File: src/sv/touch_report_event_decoder_macros.svh
// Assertion macros used by the touch report decoder sequencer, trd_ctrl.
// Depends on nothing; files that assert include it by name.
`ifndef TOUCH_REPORT_EVENT_DECODER_MACROS_SVH
`define TOUCH_REPORT_EVENT_DECODER_MACROS_SVH

// Antecedent implies consequent in the same cycle.
`define TRD_ASSERT_NOW(label, clk, rst, ante, cons) \
   label: assert property (@(posedge clk) disable iff (rst) (ante) |-> (cons)) \
      else $error("touch decoder check failed: same-cycle implication");

// Antecedent implies consequent in the next cycle.
`define TRD_ASSERT_NEXT(label, clk, rst, ante, cons) \
   label: assert property (@(posedge clk) disable iff (rst) (ante) |=> (cons)) \
      else $error("touch decoder check failed: next-cycle implication");

`endif

File: src/sv/trd_pkg.sv
// Shared constants, codes and interface types of the touch report decoder.
// Depends on nothing; the design files and the testbench refer to it by scoped names.
package trd_pkg;

   localparam int SCREEN_WIDTH  = 176;
   localparam int SCREEN_HEIGHT = 176;
   localparam int SCREEN_MAX    = (SCREEN_WIDTH > SCREEN_HEIGHT) ? SCREEN_WIDTH : SCREEN_HEIGHT;
   localparam int SIZE_W        = $clog2(SCREEN_MAX + 1);

   localparam logic [7:0] RAW_LIMIT     = 8'd250;
   localparam logic [7:0] TAP_SPLIT     = 8'd80;
   localparam logic [7:0] CAL_MAX_RESET = 8'd160;

   // Gesture codes of the controller.
   localparam logic [7:0] GEST_DOWN   = 8'h01;
   localparam logic [7:0] GEST_UP     = 8'h02;
   localparam logic [7:0] GEST_LEFT   = 8'h03;
   localparam logic [7:0] GEST_RIGHT  = 8'h04;
   localparam logic [7:0] GEST_CLICK  = 8'h05;
   localparam logic [7:0] GEST_DOUBLE = 8'h0B;
   localparam logic [7:0] GEST_LONG   = 8'h0C;

   localparam logic [1:0] TAP_CLICK  = 2'd0;
   localparam logic [1:0] TAP_DOUBLE = 2'd1;
   localparam logic [1:0] TAP_LONG   = 2'd2;

   // Divider sizing: the numerator magnitude is at most 255 * SCREEN_MAX and the
   // divider retires two quotient bits per step.
   localparam int NUM_W     = 8 + $clog2(SCREEN_MAX);
   localparam int DIV_STEPS = (NUM_W + 1) / 2;
   localparam int DIV_W     = 2 * DIV_STEPS;
   localparam int CNT_W     = $clog2(DIV_STEPS);
   localparam int SV_W      = DIV_W + 2;

   localparam int CSR_ADDR_W = 5;

   typedef enum logic [2:0] {
      REG_CAL_MIN_X   = 3'd0,
      REG_CAL_MIN_Y   = 3'd1,
      REG_CAL_MAX_X   = 3'd2,
      REG_CAL_MAX_Y   = 3'd3,
      REG_ORIENTATION = 3'd4,
      REG_LOCKED      = 3'd5
   } reg_index_type;

   typedef struct packed {
      logic [7:0] cal_min_x;
      logic [7:0] cal_min_y;
      logic [7:0] cal_max_x;
      logic [7:0] cal_max_y;
      logic [2:0] orientation;
      logic       locked;
   } cfg_type;

   typedef struct packed {
      logic capture;
      logic load;
      logic axis_y;
      logic step;
      logic commit;
   } cmd_type;

   typedef struct packed {
      logic div_last;
   } status_type;

endpackage

File: src/sv/trd_ctrl.sv
// Sequencer of the touch report decoder: input handshake, divider steps, result slot.
// Depends on trd_pkg and the assertion macros header.
`include "touch_report_event_decoder_macros.svh"

module trd_ctrl (
   input  logic                clock,
   input  logic                reset,
   input  logic                req_valid,
   output logic                req_ready,
   output logic                rsp_valid,
   input  logic                rsp_ready,
   input  trd_pkg::status_type status,
   output trd_pkg::cmd_type    cmd
);

   typedef enum logic [5:0] {
      S_IDLE   = 6'b000001,
      S_LOAD_X = 6'b000010,
      S_DIV_X  = 6'b000100,
      S_LOAD_Y = 6'b001000,
      S_DIV_Y  = 6'b010000,
      S_DONE   = 6'b100000
   } state_type;

   state_type state_ff, state_in;
   logic      rsp_valid_ff, rsp_valid_in;

   always_comb begin
      state_in = state_ff;
      cmd      = '0;
      unique case (state_ff)
         S_IDLE: begin
            if (req_valid) begin
               cmd.capture = 1'b1;
               state_in    = S_LOAD_X;
            end
         end
         S_LOAD_X: begin
            cmd.load = 1'b1;
            state_in = S_DIV_X;
         end
         S_DIV_X: begin
            cmd.step = 1'b1;
            if (status.div_last) begin
               state_in = S_LOAD_Y;
            end
         end
         S_LOAD_Y: begin
            cmd.load   = 1'b1;
            cmd.axis_y = 1'b1;
            state_in   = S_DIV_Y;
         end
         S_DIV_Y: begin
            cmd.step   = 1'b1;
            cmd.axis_y = 1'b1;
            if (status.div_last) begin
               state_in = S_DONE;
            end
         end
         S_DONE: begin
            // The result register must be empty or emptying this cycle.
            if (!rsp_valid_ff || rsp_ready) begin
               cmd.commit = 1'b1;
               state_in   = S_IDLE;
            end
         end
         default: begin
            state_in = S_IDLE;
         end
      endcase
   end

   always_comb begin
      if (cmd.commit) begin
         rsp_valid_in = 1'b1;
      end else if (rsp_ready) begin
         rsp_valid_in = 1'b0;
      end else begin
         rsp_valid_in = rsp_valid_ff;
      end
   end

   always_ff @(posedge clock) begin
      if (reset) begin
         state_ff     <= S_IDLE;
         rsp_valid_ff <= 1'b0;
      end else begin
         state_ff     <= state_in;
         rsp_valid_ff <= rsp_valid_in;
      end
   end

   assign req_ready = (state_ff == S_IDLE);
   assign rsp_valid = rsp_valid_ff;

   `TRD_ASSERT_NOW(a_commit_slot_free, clock, reset, cmd.commit, (!rsp_valid_ff || rsp_ready))
   `TRD_ASSERT_NEXT(a_commit_shows_beat, clock, reset, cmd.commit, rsp_valid_ff)
   `TRD_ASSERT_NEXT(a_accept_starts_x, clock, reset, (req_valid && req_ready), (state_ff == S_LOAD_X))
   `TRD_ASSERT_NOW(a_step_excludes_load, clock, reset, cmd.step, (!cmd.load && !cmd.capture))

endmodule

File: src/sv/trd_dp.sv
// Datapath of the touch report decoder: report latch, shared radix-4 divider,
// orientation, event decode, drag state and the result register.
// Depends on trd_pkg.
module trd_dp (
   input  logic                clock,
   input  logic                reset,
   input  trd_pkg::cfg_type    cfg,
   input  trd_pkg::cmd_type    cmd,
   output trd_pkg::status_type status,
   input  logic [7:0]          req_gesture_code,
   input  logic [7:0]          req_touch_points,
   input  logic [7:0]          req_raw_x,
   input  logic [7:0]          req_raw_y,
   output logic                rsp_swipe_valid,
   output logic signed [1:0]   rsp_swipe_dx,
   output logic signed [1:0]   rsp_swipe_dy,
   output logic                rsp_tap_left,
   output logic                rsp_tap_right,
   output logic [1:0]          rsp_tap_kind,
   output logic                rsp_drag_valid,
   output logic [7:0]          rsp_pos_x,
   output logic [7:0]          rsp_pos_y,
   output logic                rsp_pressed,
   output logic signed [8:0]   rsp_drag_dx,
   output logic signed [8:0]   rsp_drag_dy
);

   localparam int DIV_W  = trd_pkg::DIV_W;
   localparam int SV_W   = trd_pkg::SV_W;
   localparam int CNT_W  = trd_pkg::CNT_W;
   localparam int SIZE_W = trd_pkg::SIZE_W;

   localparam logic [SIZE_W-1:0] WIDTH_C  = SIZE_W'(trd_pkg::SCREEN_WIDTH);
   localparam logic [SIZE_W-1:0] HEIGHT_C = SIZE_W'(trd_pkg::SCREEN_HEIGHT);

   // Latched report.
   logic [7:0] gest_ff, pts_ff, rx_ff, ry_ff;

   // Divider.
   logic [DIV_W-1:0] num_ff, num_in, quo_ff, quo_in;
   logic [7:0]       rem_ff, rem_in, den_ff;
   logic             neg_ff, zero_ff;
   logic [CNT_W-1:0] cnt_ff;
   logic signed [SV_W-1:0] sx_ff, sy_ff, s_res;

   // Persistent decode state.
   logic [7:0] prev_gest_ff, last_x_ff, last_y_ff;
   logic       last_pr_ff;

   // Operand preparation for the selected axis.
   logic [7:0]        ld_raw, ld_lo, ld_hi, ld_eff, diff_mag, den_mag;
   logic [SIZE_W-1:0] ld_size;
   logic signed [8:0] diff, span;
   logic [DIV_W-1:0]  num_load;

   always_comb begin
      ld_raw   = cmd.axis_y ? ry_ff : rx_ff;
      ld_lo    = cmd.axis_y ? cfg.cal_min_y : cfg.cal_min_x;
      ld_hi    = cmd.axis_y ? cfg.cal_max_y : cfg.cal_max_x;
      ld_size  = cmd.axis_y ? HEIGHT_C : WIDTH_C;
      ld_eff   = (ld_raw >= trd_pkg::RAW_LIMIT) ? 8'd0 : ld_raw;
      diff     = $signed({1'b0, ld_eff}) - $signed({1'b0, ld_lo});
      span     = $signed({1'b0, ld_hi}) - $signed({1'b0, ld_lo});
      diff_mag = diff[8] ? 8'(-diff) : diff[7:0];
      den_mag  = span[8] ? 8'(-span) : span[7:0];
      num_load = DIV_W'(DIV_W'(diff_mag) * DIV_W'(ld_size));
   end

   // Two restoring division steps per cycle.
   always_comb begin
      logic [8:0] trial;
      num_in = num_ff;
      quo_in = quo_ff;
      rem_in = rem_ff;
      for (int i = 0; i < 2; i++) begin
         trial  = {rem_in, num_in[DIV_W-1]};
         num_in = {num_in[DIV_W-2:0], 1'b0};
         if (trial >= {1'b0, den_ff}) begin
            rem_in = 8'(trial - {1'b0, den_ff});
            quo_in = {quo_in[DIV_W-2:0], 1'b1};
         end else begin
            rem_in = trial[7:0];
            quo_in = {quo_in[DIV_W-2:0], 1'b0};
         end
      end
   end

   always_comb begin
      logic signed [SV_W-1:0] q_s;
      q_s = $signed(SV_W'(quo_in));
      if (zero_ff) begin
         s_res = '0;
      end else if (neg_ff) begin
         s_res = -q_s;
      end else begin
         s_res = q_s;
      end
   end

   assign status.div_last = (cnt_ff == CNT_W'(trd_pkg::DIV_STEPS - 1));

   always_ff @(posedge clock) begin
      if (reset) begin
         cnt_ff <= '0;
      end else if (cmd.load) begin
         cnt_ff <= '0;
      end else if (cmd.step) begin
         cnt_ff <= cnt_ff + CNT_W'(1);
      end
   end

   always_ff @(posedge clock) begin
      if (cmd.capture) begin
         gest_ff <= req_gesture_code;
         pts_ff  <= req_touch_points;
         rx_ff   <= req_raw_x;
         ry_ff   <= req_raw_y;
      end
      if (cmd.load) begin
         num_ff  <= num_load;
         quo_ff  <= '0;
         rem_ff  <= '0;
         den_ff  <= den_mag;
         neg_ff  <= diff[8] ^ span[8];
         zero_ff <= (span == 9'sd0);
      end else if (cmd.step) begin
         num_ff <= num_in;
         quo_ff <= quo_in;
         rem_ff <= rem_in;
         if (status.div_last) begin
            if (cmd.axis_y) begin
               sy_ff <= s_res;
            end else begin
               sx_ff <= s_res;
            end
         end
      end
   end

   // Orientation, saturation and event decode of the finished report.
   function automatic logic [7:0] clamp_axis(input logic signed [SV_W-1:0] v,
                                             input logic [SIZE_W-1:0] size);
      logic signed [SV_W-1:0] lim;
      lim = $signed(SV_W'(size)) - SV_W'(1);
      if (v < 0) begin
         return 8'd0;
      end else if (v > lim) begin
         return 8'(lim);
      end
      return 8'(v);
   endfunction

   logic signed [SV_W-1:0] ox, oy, tx, ty;
   logic [7:0]        px, py;
   logic              pr, sv, tl, tr, dv;
   logic signed [1:0] sdx, sdy, rdx, rdy;
   logic [1:0]        kind;
   logic signed [8:0] ddx, ddy;

   always_comb begin
      tx = cfg.orientation[0] ? ($signed(SV_W'(WIDTH_C)) - SV_W'(1) - sx_ff) : sx_ff;
      ty = cfg.orientation[1] ? ($signed(SV_W'(HEIGHT_C)) - SV_W'(1) - sy_ff) : sy_ff;
      ox = cfg.orientation[2] ? ty : tx;
      oy = cfg.orientation[2] ? tx : ty;
      px = clamp_axis(ox, WIDTH_C);
      py = clamp_axis(oy, HEIGHT_C);
      pr = (pts_ff != 8'd0);

      sv   = 1'b0;
      tl   = 1'b0;
      tr   = 1'b0;
      kind = trd_pkg::TAP_CLICK;
      sdx  = 2'sd0;
      sdy  = 2'sd0;
      if (gest_ff != prev_gest_ff) begin
         case (gest_ff) inside
            trd_pkg::GEST_DOWN: begin
               sv  = 1'b1;
               sdy = 2'sd1;
            end
            trd_pkg::GEST_UP: begin
               sv  = 1'b1;
               sdy = -2'sd1;
            end
            trd_pkg::GEST_LEFT: begin
               sv  = 1'b1;
               sdx = -2'sd1;
            end
            trd_pkg::GEST_RIGHT: begin
               sv  = 1'b1;
               sdx = 2'sd1;
            end
            trd_pkg::GEST_CLICK, trd_pkg::GEST_DOUBLE, trd_pkg::GEST_LONG: begin
               tl = (px < trd_pkg::TAP_SPLIT);
               tr = !(px < trd_pkg::TAP_SPLIT);
               if (gest_ff == trd_pkg::GEST_DOUBLE) begin
                  kind = trd_pkg::TAP_DOUBLE;
               end else if (gest_ff == trd_pkg::GEST_LONG) begin
                  kind = trd_pkg::TAP_LONG;
               end
            end
            default: begin
            end
         endcase
      end
      // Swipe directions turn with the screen.
      if (cfg.orientation[0]) begin
         sdx = -sdx;
      end
      if (cfg.orientation[1]) begin
         sdy = -sdy;
      end
      rdx = cfg.orientation[2] ? sdy : sdx;
      rdy = cfg.orientation[2] ? sdx : sdy;

      dv  = (pr != last_pr_ff) || (px != last_x_ff) || (py != last_y_ff);
      ddx = 9'sd0;
      ddy = 9'sd0;
      if (dv && last_pr_ff) begin
         ddx = $signed({1'b0, px}) - $signed({1'b0, last_x_ff});
         ddy = $signed({1'b0, py}) - $signed({1'b0, last_y_ff});
      end
   end

   always_ff @(posedge clock) begin
      if (reset) begin
         prev_gest_ff <= '0;
         last_x_ff    <= '0;
         last_y_ff    <= '0;
         last_pr_ff   <= 1'b0;
      end else if (cmd.commit && !cfg.locked) begin
         prev_gest_ff <= gest_ff;
         if (dv) begin
            last_x_ff  <= px;
            last_y_ff  <= py;
            last_pr_ff <= pr;
         end
      end
   end

   always_ff @(posedge clock) begin
      if (cmd.commit) begin
         if (cfg.locked) begin
            rsp_swipe_valid <= 1'b0;
            rsp_swipe_dx    <= 2'sd0;
            rsp_swipe_dy    <= 2'sd0;
            rsp_tap_left    <= 1'b0;
            rsp_tap_right   <= 1'b0;
            rsp_tap_kind    <= trd_pkg::TAP_CLICK;
            rsp_drag_valid  <= 1'b0;
            rsp_pos_x       <= 8'd0;
            rsp_pos_y       <= 8'd0;
            rsp_pressed     <= 1'b0;
            rsp_drag_dx     <= 9'sd0;
            rsp_drag_dy     <= 9'sd0;
         end else begin
            rsp_swipe_valid <= sv;
            rsp_swipe_dx    <= rdx;
            rsp_swipe_dy    <= rdy;
            rsp_tap_left    <= tl;
            rsp_tap_right   <= tr;
            rsp_tap_kind    <= kind;
            rsp_drag_valid  <= dv;
            rsp_pos_x       <= px;
            rsp_pos_y       <= py;
            rsp_pressed     <= pr;
            rsp_drag_dx     <= ddx;
            rsp_drag_dy     <= ddy;
         end
      end
   end

endmodule

File: src/sv/touch_report_event_decoder.sv
// Top level of the touch report decoder: register port, sequencer and datapath.
// Depends on trd_pkg, trd_ctrl and trd_dp.
//
// One report beat in gives exactly one result beat out. A report is taken
// only while the block is idle: it is latched, then loaded and divided for
// X, then loaded and divided for Y, and then committed to the result
// register, and the next report can be taken only after that. These steps
// are paced by the single shared divider, which works through
// the X scaling and then the Y scaling, retiring two quotient bits per cycle
// over a 16-bit numerator. The result sits in an output register, so the next
// report is taken as soon as the previous one has been written there, even if
// the downstream side has not yet taken it. Raw coordinates of 250 or more
// read as zero; each axis is scaled from its calibration window to the screen
// (a zero-width window gives 0), then inverted, swapped and saturated as the
// orientation register says. A gesture code that differs from the previous
// report's code yields a swipe (rotated with the orientation) or a left/right
// tap; a change of position or press state yields a drag with its delta.
// While the locked bit is set every result field is zero and no history is
// kept. Registers sit at byte addresses 0x00 cal_min_x, 0x04 cal_min_y,
// 0x08 cal_max_x, 0x0C cal_max_y, 0x10 orientation and 0x14 locked; write
// them only while no report is in flight.
module touch_report_event_decoder (
   input  logic                             clock,
   input  logic                             reset,
   input  logic                             req_valid,
   output logic                             req_ready,
   input  logic [7:0]                       req_gesture_code,
   input  logic [7:0]                       req_touch_points,
   input  logic [7:0]                       req_raw_x,
   input  logic [7:0]                       req_raw_y,
   output logic                             rsp_valid,
   input  logic                             rsp_ready,
   output logic                             rsp_swipe_valid,
   output logic signed [1:0]                rsp_swipe_dx,
   output logic signed [1:0]                rsp_swipe_dy,
   output logic                             rsp_tap_left,
   output logic                             rsp_tap_right,
   output logic [1:0]                       rsp_tap_kind,
   output logic                             rsp_drag_valid,
   output logic [7:0]                       rsp_pos_x,
   output logic [7:0]                       rsp_pos_y,
   output logic                             rsp_pressed,
   output logic signed [8:0]                rsp_drag_dx,
   output logic signed [8:0]                rsp_drag_dy,
   input  logic                             csr_psel,
   input  logic                             csr_penable,
   input  logic                             csr_pwrite,
   input  logic [trd_pkg::CSR_ADDR_W-1:0]   csr_paddr,
   input  logic [31:0]                      csr_pwdata,
   output logic [31:0]                      csr_prdata,
   output logic                             csr_pready
);

   trd_pkg::cfg_type       cfg_ff;
   trd_pkg::cmd_type       cmd;
   trd_pkg::status_type    status;
   trd_pkg::reg_index_type reg_sel;
   logic                   csr_write;

   // Registers are word aligned; the two low address bits are ignored.
   assign reg_sel    = trd_pkg::reg_index_type'(csr_paddr[4:2]);
   assign csr_write  = csr_psel && csr_penable && csr_pwrite;
   assign csr_pready = 1'b1;

   always_ff @(posedge clock) begin
      if (reset) begin
         cfg_ff.cal_min_x   <= 8'd0;
         cfg_ff.cal_min_y   <= 8'd0;
         cfg_ff.cal_max_x   <= trd_pkg::CAL_MAX_RESET;
         cfg_ff.cal_max_y   <= trd_pkg::CAL_MAX_RESET;
         cfg_ff.orientation <= 3'd0;
         cfg_ff.locked      <= 1'b0;
      end else if (csr_write) begin
         unique case (reg_sel)
            trd_pkg::REG_CAL_MIN_X:   cfg_ff.cal_min_x   <= csr_pwdata[7:0];
            trd_pkg::REG_CAL_MIN_Y:   cfg_ff.cal_min_y   <= csr_pwdata[7:0];
            trd_pkg::REG_CAL_MAX_X:   cfg_ff.cal_max_x   <= csr_pwdata[7:0];
            trd_pkg::REG_CAL_MAX_Y:   cfg_ff.cal_max_y   <= csr_pwdata[7:0];
            trd_pkg::REG_ORIENTATION: cfg_ff.orientation <= csr_pwdata[2:0];
            trd_pkg::REG_LOCKED:      cfg_ff.locked      <= csr_pwdata[0];
            default: begin
            end
         endcase
      end
   end

   // Read back; addresses past the register list read as zero.
   always_comb begin
      unique case (reg_sel)
         trd_pkg::REG_CAL_MIN_X:   csr_prdata = {24'd0, cfg_ff.cal_min_x};
         trd_pkg::REG_CAL_MIN_Y:   csr_prdata = {24'd0, cfg_ff.cal_min_y};
         trd_pkg::REG_CAL_MAX_X:   csr_prdata = {24'd0, cfg_ff.cal_max_x};
         trd_pkg::REG_CAL_MAX_Y:   csr_prdata = {24'd0, cfg_ff.cal_max_y};
         trd_pkg::REG_ORIENTATION: csr_prdata = {29'd0, cfg_ff.orientation};
         trd_pkg::REG_LOCKED:      csr_prdata = {31'd0, cfg_ff.locked};
         default:                  csr_prdata = 32'd0;
      endcase
   end

   trd_ctrl u_ctrl (
      .clock     (clock),
      .reset     (reset),
      .req_valid (req_valid),
      .req_ready (req_ready),
      .rsp_valid (rsp_valid),
      .rsp_ready (rsp_ready),
      .status    (status),
      .cmd       (cmd)
   );

   trd_dp u_dp (
      .clock            (clock),
      .reset            (reset),
      .cfg              (cfg_ff),
      .cmd              (cmd),
      .status           (status),
      .req_gesture_code (req_gesture_code),
      .req_touch_points (req_touch_points),
      .req_raw_x        (req_raw_x),
      .req_raw_y        (req_raw_y),
      .rsp_swipe_valid  (rsp_swipe_valid),
      .rsp_swipe_dx     (rsp_swipe_dx),
      .rsp_swipe_dy     (rsp_swipe_dy),
      .rsp_tap_left     (rsp_tap_left),
      .rsp_tap_right    (rsp_tap_right),
      .rsp_tap_kind     (rsp_tap_kind),
      .rsp_drag_valid   (rsp_drag_valid),
      .rsp_pos_x        (rsp_pos_x),
      .rsp_pos_y        (rsp_pos_y),
      .rsp_pressed      (rsp_pressed),
      .rsp_drag_dx      (rsp_drag_dx),
      .rsp_drag_dy      (rsp_drag_dy)
   );

endmodule

File: config.mk
export PLATFORM = sky130hd
export DESIGN_NAME = touch_report_event_decoder
export DESIGN_NICKNAME = d
export VERILOG_FILES = /design/src/sv/trd_pkg.sv /design/src/sv/trd_ctrl.sv /design/src/sv/trd_dp.sv /design/src/sv/touch_report_event_decoder.sv
export VERILOG_INCLUDE_DIRS = /design/src /design/src/sv
export SDC_FILE = /design/constraint.sdc
export NUM_CORES = 1
export LEC_CHECK = 0
export ABC_AREA = 1
export BUFFER_PORTS_ARGS = -buffer_cell sky130_fd_sc_hd__buf_2
export CAP_MARGIN = 20
export CELL_PAD_IN_SITES_DETAIL_PLACEMENT = 0
export CELL_PAD_IN_SITES_GLOBAL_PLACEMENT = 1
export CORE_ASPECT_RATIO = 0.6
export CORE_MARGIN = 2
export CORE_UTILIZATION = 39
export DETAILED_ROUTE_END_ITERATION = 6
export PLACE_DENSITY = 0.83
export REMOVE_ABC_BUFFERS = 1
export SETUP_SLACK_MARGIN = 0.02
export SKIP_CTS_REPAIR_TIMING = 1
export SKIP_LAST_GASP = 1
export SYNTH_ARGS = -nofsm -noshare
export SYNTH_HDL_FRONTEND = slang
export SYNTH_SLANG_ARGS = --single-unit
File: constraint.sdc
create_clock -name clock -period 9.3 [get_ports clock]
set_input_delay 2.325 -clock clock [delete_from_list [all_inputs] [get_ports clock]]
set_output_delay 2.325 -clock clock [all_outputs]
set_load 0.01 [all_outputs]
Word level (Yosys, flattened, before mapping)
Cells that the tools add are included.

word-level totals
  bits in registers = 228
  input bits = 76

operators by class
  add/sub/neg operators = 14
  multipliers = 1
  $lt $le $gt $ge = 8
  equality and inequality tests = 27
  mux-type cells = 61
  bitwise gates (word level) = 6
  reductions and logical operators = 34

operators by type and width
  kind                                                          count
  two-way mux 8 bit                                             14
  two-way mux 18 bit                                            6
  case mux 8 bit (6 select lines)                               1
  > comparator 18 x 9 -> 1 bit (second input constant)          2
  less-than comparator 18 x 1 -> 1 bit (second input constant)  2
  case mux 6 bit (6 select lines)                               1
  subtractor 8 x 8 -> 9 bit                                     4
  subtractor 9 x 18 -> 18 bit (first input constant)            2
  two-way mux 16 bit                                            2
  two-way mux 2 bit                                             12
  two-way mux 6 bit                                             4
  != test 8 bit                                                 3
  two-way mux 1 bit                                             21
  >= comparator 9 x 8 -> 1 bit                                  2
  negation 16 -> 18 bit                                         1
  equality test 8 x 2 -> 1 bit (second input constant)          2
  equality test 8 x 3 -> 1 bit (second input constant)          2
  equality test 8 x 4 -> 1 bit (second input constant)          2
  negation 8 bit                                                2
  subtractor 8 bit                                              2
  AND reduction 2 bit                                           7
  multiplier 8 x 4 -> 12 bit (second input constant)            1
  AND reduction 4 bit                                           3
  OR reduction 2 bit                                            6
  29 further kinds                                              47

Longest topological paths before layout
  word-level depth = 13
  depth in mapped cells = 41
  depth with buffers taken out = 40

Cells and area by module
From an unflattened synthesis, not the netlist that was laid out.

second synthesis, totals
  cell total of the unflattened synthesis = 1784
  area, all modules = 14083.5 sq um

by module, submodules not included
  module                      instances  cells each  area an instance (sq um)
  trd_dp                      1          1395        11579.9
  touch_report_event_decoder  1          325         2074.5
  trd_ctrl                    1          64          429.2

Worst setup path after synthesis
No wires, ideal clock.

  path kind = reg2reg
  from = reg u_ctrl.state_ff[2]
  to = reg u_dp.num_ff[15] (data pin)
  setup time = 0.261 ns
  arrival = 5.446 ns
  slack = 3.593 ns
  cell stages (with the launch flop) = 38
  clock period less this slack = 5.707 ns
  path through = dfxtp_1 -> or2_4 -> nor2_2 -> nand3_2 -> nand2_2 -> buf_6 -> nand2_1 -> o21ai_2 -> nand3_2 -> a2111oi_4 -> inv_2 -> nand2_1 -> ha_1 -> fa_1 -> nor2_1 -> o21ai_0 -> nand2_1 -> a21oi_1 -> [2 not listed] -> nand2_1 -> a21oi_2 -> nand2_1 -> xor2_1 -> ha_1 -> inv_1 -> fa_1 -> inv_1 -> ha_1 -> a21o_1 -> a31oi_1 -> o21ai_0 -> a21oi_1 -> nor2_1 -> nor2_1 -> nor2_1 -> o21ai_0 -> a21oi_1

on the way
  longest elaborated chain between the ends = 11

RTL lines
  item                                                                          line            RTL
  start: declaration                                                            trd_ctrl.sv:25  state_type state_ff, state_in;
  start signal: assignment                                                      trd_ctrl.sv:88  state_ff <= state_in;
  equality test 6 x 4 -> 1 bit or equality test 6 x 5 -> 1 bit (tied branches)  trd_ctrl.sv:31  unique case (state_ff)
  OR reduction 2 bit (no line)                                                  -
  two-way mux 1 bit                                                             trd_ctrl.sv:31
  two-way mux 8 bit                                                             trd_dp.sv:57    ld_raw = cmd.axis_y ? ry_ff : rx_ff;
  >= comparator 8 bit                                                           trd_dp.sv:61    ld_eff = (ld_raw >= trd_pkg::RAW_LIMIT) ? 8'd0 : ld_raw;
  two-way mux 8 bit                                                             trd_dp.sv:61
  subtractor 8 x 8 -> 9 bit                                                     trd_dp.sv:62    diff = $signed({1'b0, ld_eff}) - $signed({1'b0, ld_lo});
  negation 8 bit                                                                trd_dp.sv:64    diff_mag = diff[8] ? 8'(-diff) : diff[7:0];
  two-way mux 8 bit                                                             trd_dp.sv:64
  multiplier 8 x 4 -> 12 bit                                                    trd_dp.sv:66    num_load = DIV_W'(DIV_W'(diff_mag) * DIV_W'(ld_size));
  two-way mux 16 bit (*)                                                        trd_dp.sv:119   if (cmd.load) begin
  end signal: assignment                                                        trd_dp.sv:120   num_ff <= num_load;
  end signal: assignment                                                        trd_dp.sv:127   num_ff <= num_in;
  end: declaration                                                              trd_dp.sv:40    logic [DIV_W-1:0] num_ff, num_in, quo_ff, quo_in;

Every way passes the cells marked *; elsewhere a longest branch is shown, timed or not.
A chain may end at the register's enable or synchronous reset.

Worst setup path in the final report
  from = reg u_ctrl.state_ff[3]
  to = reg u_dp.num_ff[14] (data pin)

The elaborated chain is that of the path after synthesis.

==> impl_results.html <==
<table>
<tr><th>Metric</th><th>Value</th></tr>
<tr><th colspan="2">Synthesis</th></tr>
<tr><td>Largest family of logic cells by synthesized area</td><td>simple AND/OR/NAND/NOR gates</td></tr>
<tr><td>Top cell types by occurrence after synthesis</td><td>321 x nand2_1, 237 x inv_1, 206 x nor2_1</td></tr>
<tr><td>Top cell type by total area after synthesis</td><td>edfxtp_1</td></tr>
<tr><td>Post-synthesis xor/xnor area fraction</td><td>4.112%</td></tr>
<tr><td>Combined area of all synthesized cells</td><td>13630 µm²</td></tr>
<tr><td>Part of the Yosys area used for sequential elements</td><td>43.40%</td></tr>
<tr><td>Flop and latch count out of synthesis</td><td>228</td></tr>
<tr><td>Commonest register cell after synthesis</td><td>edfxtp_1</td></tr>
<tr><td>Share of synthesized cell area in full adder, half adder and majority cells</td><td>8.499%</td></tr>
<tr><td>Biggest area contributors in the synthesized netlist</td><td>edfxtp_1 30%, dfxtp_1 14%, nand2_1 8.8%, ha_1 6.9%, inv_1 6.5%</td></tr>
<tr><td>Area fraction in compound gates after synthesis</td><td>12.62%</td></tr>
<tr><td>Number of different library cells in the post-synthesis netlist</td><td>54</td></tr>
<tr><td>Portion of netlist area occupied by mux cells</td><td>0.7159%</td></tr>
<tr><td>Area share of the leading cell type in the synthesized netlist</td><td>29.74%</td></tr>
<tr><td>Async set or reset register ratio after synthesis</td><td>0%</td></tr>
<tr><td>Average footprint of a synthesized cell</td><td>8.090 µm²</td></tr>
<tr><td>Simple-gate area share of the yosys netlist</td><td>21.12%</td></tr>
<tr><td>Most common cell in the netlist</td><td>nand2_1</td></tr>
<tr><td>Count of yosys warnings during synthesis</td><td>0</td></tr>
<tr><td>Instance count of the mapped netlist</td><td>1685</td></tr>
<tr><td>Number of flops mapped to enable cells by yosys</td><td>135</td></tr>
<tr><th colspan="2">Placement</th></tr>
<tr><td>Pre-CTS setup slack</td><td>2.296 ns</td></tr>
<tr><td>Final weighted congestion in routability-driven placement</td><td>0.8640</td></tr>
<tr><td>Port Buffers</td><td>104</td></tr>
<tr><td>HPWL after detailed placement</td><td>25200 µm</td></tr>
<tr><th colspan="2">CTS</th></tr>
<tr><td>Maximum level of the CTS H-tree</td><td>1</td></tr>
<tr><td>Number of clock buffers inserted by TritonCTS</td><td>24</td></tr>
<tr><td>Sink Count</td><td>228</td></tr>
<tr><td>CTS clk-pin slew, worst paths</td><td>0.06 ns</td></tr>
<tr><td>Clock latency at the later pin of the worst-skew pair</td><td>0.55 ns</td></tr>
<tr><td>Clock root buffer master</td><td>clkbuf_16</td></tr>
<tr><td>TritonCTS clock tree</td><td>yes</td></tr>
<tr><td>Worst-case clock buffer depth</td><td>3</td></tr>
<tr><th colspan="2">Global routing</th></tr>
<tr><td>Total congestion overflow after global routing</td><td>0</td></tr>
<tr><td>Number of global-route vias before repair</td><td>10100</td></tr>
<tr><td>Wire length of the first global-routing pass</td><td>52650 µm</td></tr>
<tr><td>Initial antenna violation count</td><td>0</td></tr>
<tr><td>Global router's overall resource usage</td><td>17.86%</td></tr>
<tr><td>Largest net degree at the start of global routing</td><td>52</td></tr>
<tr><th colspan="2">STA</th></tr>
<tr><td>Maximum frequency from static timing analysis</td><td>0.1430 GHz</td></tr>
<tr><td>Final critical path time including I/O delays and setup</td><td>6.993 ns</td></tr>
<tr><td>Headroom to the max-slew limit</td><td>27.55%</td></tr>
<tr><td>Count of final max-slew check failures</td><td>0</td></tr>
<tr><td>Part of the cycle the worst path needs</td><td>75.20%</td></tr>
<tr><td>Final setup violation count</td><td>0</td></tr>
<tr><td>Least setup slack across all paths after layout</td><td>2.307 ns</td></tr>
<tr><td>Worst hold slack across all endpoints</td><td>0.4836 ns</td></tr>
<tr><td>RSZ-0062 raised after global routing</td><td>no</td></tr>
<tr><td>Worst-Margin Slew</td><td>1.086 ns</td></tr>
<tr><td>Maximum clock skew at final layout</td><td>0.01897 ns</td></tr>
<tr><td>Setup tns final</td><td>0 ns</td></tr>
<tr><td>Hold Fails Final Rpt</td><td>0</td></tr>
<tr><th colspan="2">Floorplanning</th></tr>
<tr><td>Standard cell core area</td><td>34090 µm²</td></tr>
<tr><td>Die Area</td><td>36510 µm²</td></tr>
<tr><td>Chip height</td><td>148.8 µm</td></tr>
<tr><td>Row cnt</td><td>52</td></tr>
<tr><td>Initial core utilization</td><td>39.98%</td></tr>
<tr><td>Width of the die</td><td>245.4 µm</td></tr>
<tr><td>Top-Level Pins</td><td>156</td></tr>
<tr><th colspan="2">Critical path</th></tr>
<tr><td>Type of element capturing the critical path</td><td>register</td></tr>
<tr><td>Max stage delay on crit path</td><td>0.59 ns</td></tr>
<tr><td>Start point of the critical path</td><td>u_ctrl.state_ff[3]</td></tr>
<tr><td>Critical Path RT</td><td>9.58 ns</td></tr>
<tr><td>Type of origin of the critical path</td><td>register</td></tr>
<tr><td>Dominant cell type by count on the critical path</td><td>nand2_1</td></tr>
<tr><td>Worst flop-to-flop path startpoint</td><td>u_ctrl.state_ff[3]</td></tr>
<tr><td>Arr. time, crit path</td><td>7.28 ns</td></tr>
<tr><td>Crit Path Category</td><td>reg2reg</td></tr>
<tr><td>CP max-delay cell</td><td>nand2_2</td></tr>
<tr><td>Worst-path fanout max</td><td>40</td></tr>
<tr><th colspan="2">Drt</th></tr>
<tr><td>Total wirelength of the detailed-routed design</td><td>32910 µm</td></tr>
<tr><td>Drt pass-1 iters</td><td>6</td></tr>
<tr><td>DR iter-0 viols</td><td>810</td></tr>
<tr><td>Post-detailed-route via-to-cell ratio</td><td>4.939</td></tr>
<tr><td>DRC viols</td><td>0</td></tr>
<tr><td>ANT nets after route</td><td>0</td></tr>
<tr><td>Wire length per cell</td><td>14.58 µm</td></tr>
<tr><td>Total number of vias</td><td>11150</td></tr>
<tr><th colspan="2">Worst hold path</th></tr>
<tr><td>Hold_sp</td><td>cfg_ff[25]</td></tr>
<tr><td>Hold/Removal Path Class</td><td>reg2reg</td></tr>
<tr><th colspan="2">Run status</th></tr>
<tr><td>Outcome</td><td>finished, final reports clean</td></tr>
<tr><th colspan="2">Power and ir drop</th></tr>
<tr><td>Power density over cell area</td><td>213.7 nW/µm²</td></tr>
<tr><td>Standby leakage power</td><td>6.786 nW</td></tr>
<tr><td>Max rail drop VDD</td><td>0.1364 mV</td></tr>
<tr><th colspan="2">Layout</th></tr>
<tr><td>Share of layout cells above drive strength 1</td><td>10.18%</td></tr>
<tr><td>Number of nets in the finished design</td><td>1942</td></tr>
<tr><td>Number of diodes</td><td>0</td></tr>
<tr><td>Layout area overhead</td><td>11.73%</td></tr>
<tr><td>Final design utilization</td><td>44.67%</td></tr>
<tr><th colspan="2">Job</th></tr>
<tr><td>Max Cap Violations</td><td>0</td></tr>
</table>
## per-stage QoR
stage / instances / cell area [µm²] / power, mW
after floorplan: 1644 / 13340 / 2.092
after global placement: 2213 / 14490 / 2.322
after detailed placement: 2213 / 14490 / 2.355
after CTS: 2257 / 15230 / 3.272
after global routing: 2257 / 15230 / 3.506
final: 2257 / 15230 / 3.255
## layer usage
layer  vias to the layer above  GRT usage [%]  routed length [µm]
li1                       5721              -                   -
met1                      5064          28.87               17660
met2                       331          24.42               12590
met3                        31          3.346                2208
met4                         0          3.121                 444
met5                         -              0                   0
## state kept, by name (all words and copies together) (netlist names), 2 cells and up
signal	count
u_dp.last_x_ff	8
u_dp.gest_ff	8
u_dp.rx_ff	8
u_dp.last_y_ff	8
u_dp.rsp_swipe_dx	2
u_dp.num_ff	12
u_dp.rem_ff	8
u_dp.sx_ff	18
u_dp.rsp_swipe_dy	2
cfg_ff	36
u_dp.rsp_drag_dy	9
u_dp.pts_ff	8
u_dp.rsp_tap_kind	2
u_dp.ry_ff	8
u_dp.rsp_drag_dx	9
u_dp.sy_ff	18
u_ctrl.state_ff	6
u_dp.den_ff	8
u_dp.quo_ff	14
u_dp.rsp_pos_y	8
u_dp.prev_gest_ff	8
u_dp.cnt_ff	3
u_dp.rsp_pos_x	8
## where the power goes
group | internal, mW | switching (mW)
sequential | 1.16 | 0.0529
clock | 0.506 | 0.405
combinational | 0.424 | 0.713
## layout make-up
| type | instances | area (µm²) |
|---|---|---|
| inverters | 243 | 912.1 |
| flip-flops and latches | 228 | 5916 |
| fillers | 3404 | 18860 |
| clock buffers | 37 | 679.4 |
| well taps | 459 | 574.3 |
| multi-input cells | 1173 | 6525 |
| clock inverters | 7 | 58.81 |
| repair buffers | 110 | 565.5 |
## logic make-up (layout without fill, tap and decap cells)
logic type,after synthesis,after routing
muxes,9,9
xor gates and xnor gates,64,64
buffers and inverters,307,397
adders and majority gates,86,86
DFF,228,228
other,2,25
and+or+nand+nor,686,686
AOI/OAI and AO/OA,303,303
## critical path, delay by kind of cell (launching register included)
kind | cells | cell delay, ns
buf+inv | 4 | 0.31
flops | 1 | 0.33
simple gates | 17 | 2.13
xor+xnor | 2 | 0.46
fa+ha+maj | 5 | 1.51
compound gates | 9 | 1.95
## cell usage in the layout (no fill, tap or decap), types with 4 or more instances in the layout
master     instances
nand2_1          321
inv_1            237
nor2_1           204
edfxtp_1         135
o21ai_0          128
buf_2            104
dfxtp_1           93
a21oi_1           90
nand3_1           77
ha_1              75
xor2_1            35
xnor2_1           29
nor3_1            26
conb_1            25
clkbuf_16         24
nand4_1           17
o22ai_1           16
o21ai_1           12
fa_1              11
clkbuf_1          10
o211ai_1           8
nor4_1             8
a21o_1             7
nand2_2            6
nand3b_1           6
o21bai_1           6
mux2_2             6
a22oi_1            6
buf_4              6
nor2_2             5
or2_2              5
clkinv_1           5
inv_2              4
o21a_1             4
## path summary, 6_finish.rpt
kind	cells past startpoint	slack, ns	to
setup reg to reg	37	2.31	u_dp.num_ff[14]
setup / recovery	37	2.31	u_dp.num_ff[14]
hold / removal	2	0.48	cfg_ff[25]
hold reg to reg	2	0.48	cfg_ff[25]
Power figures use the tool's default switching activity.
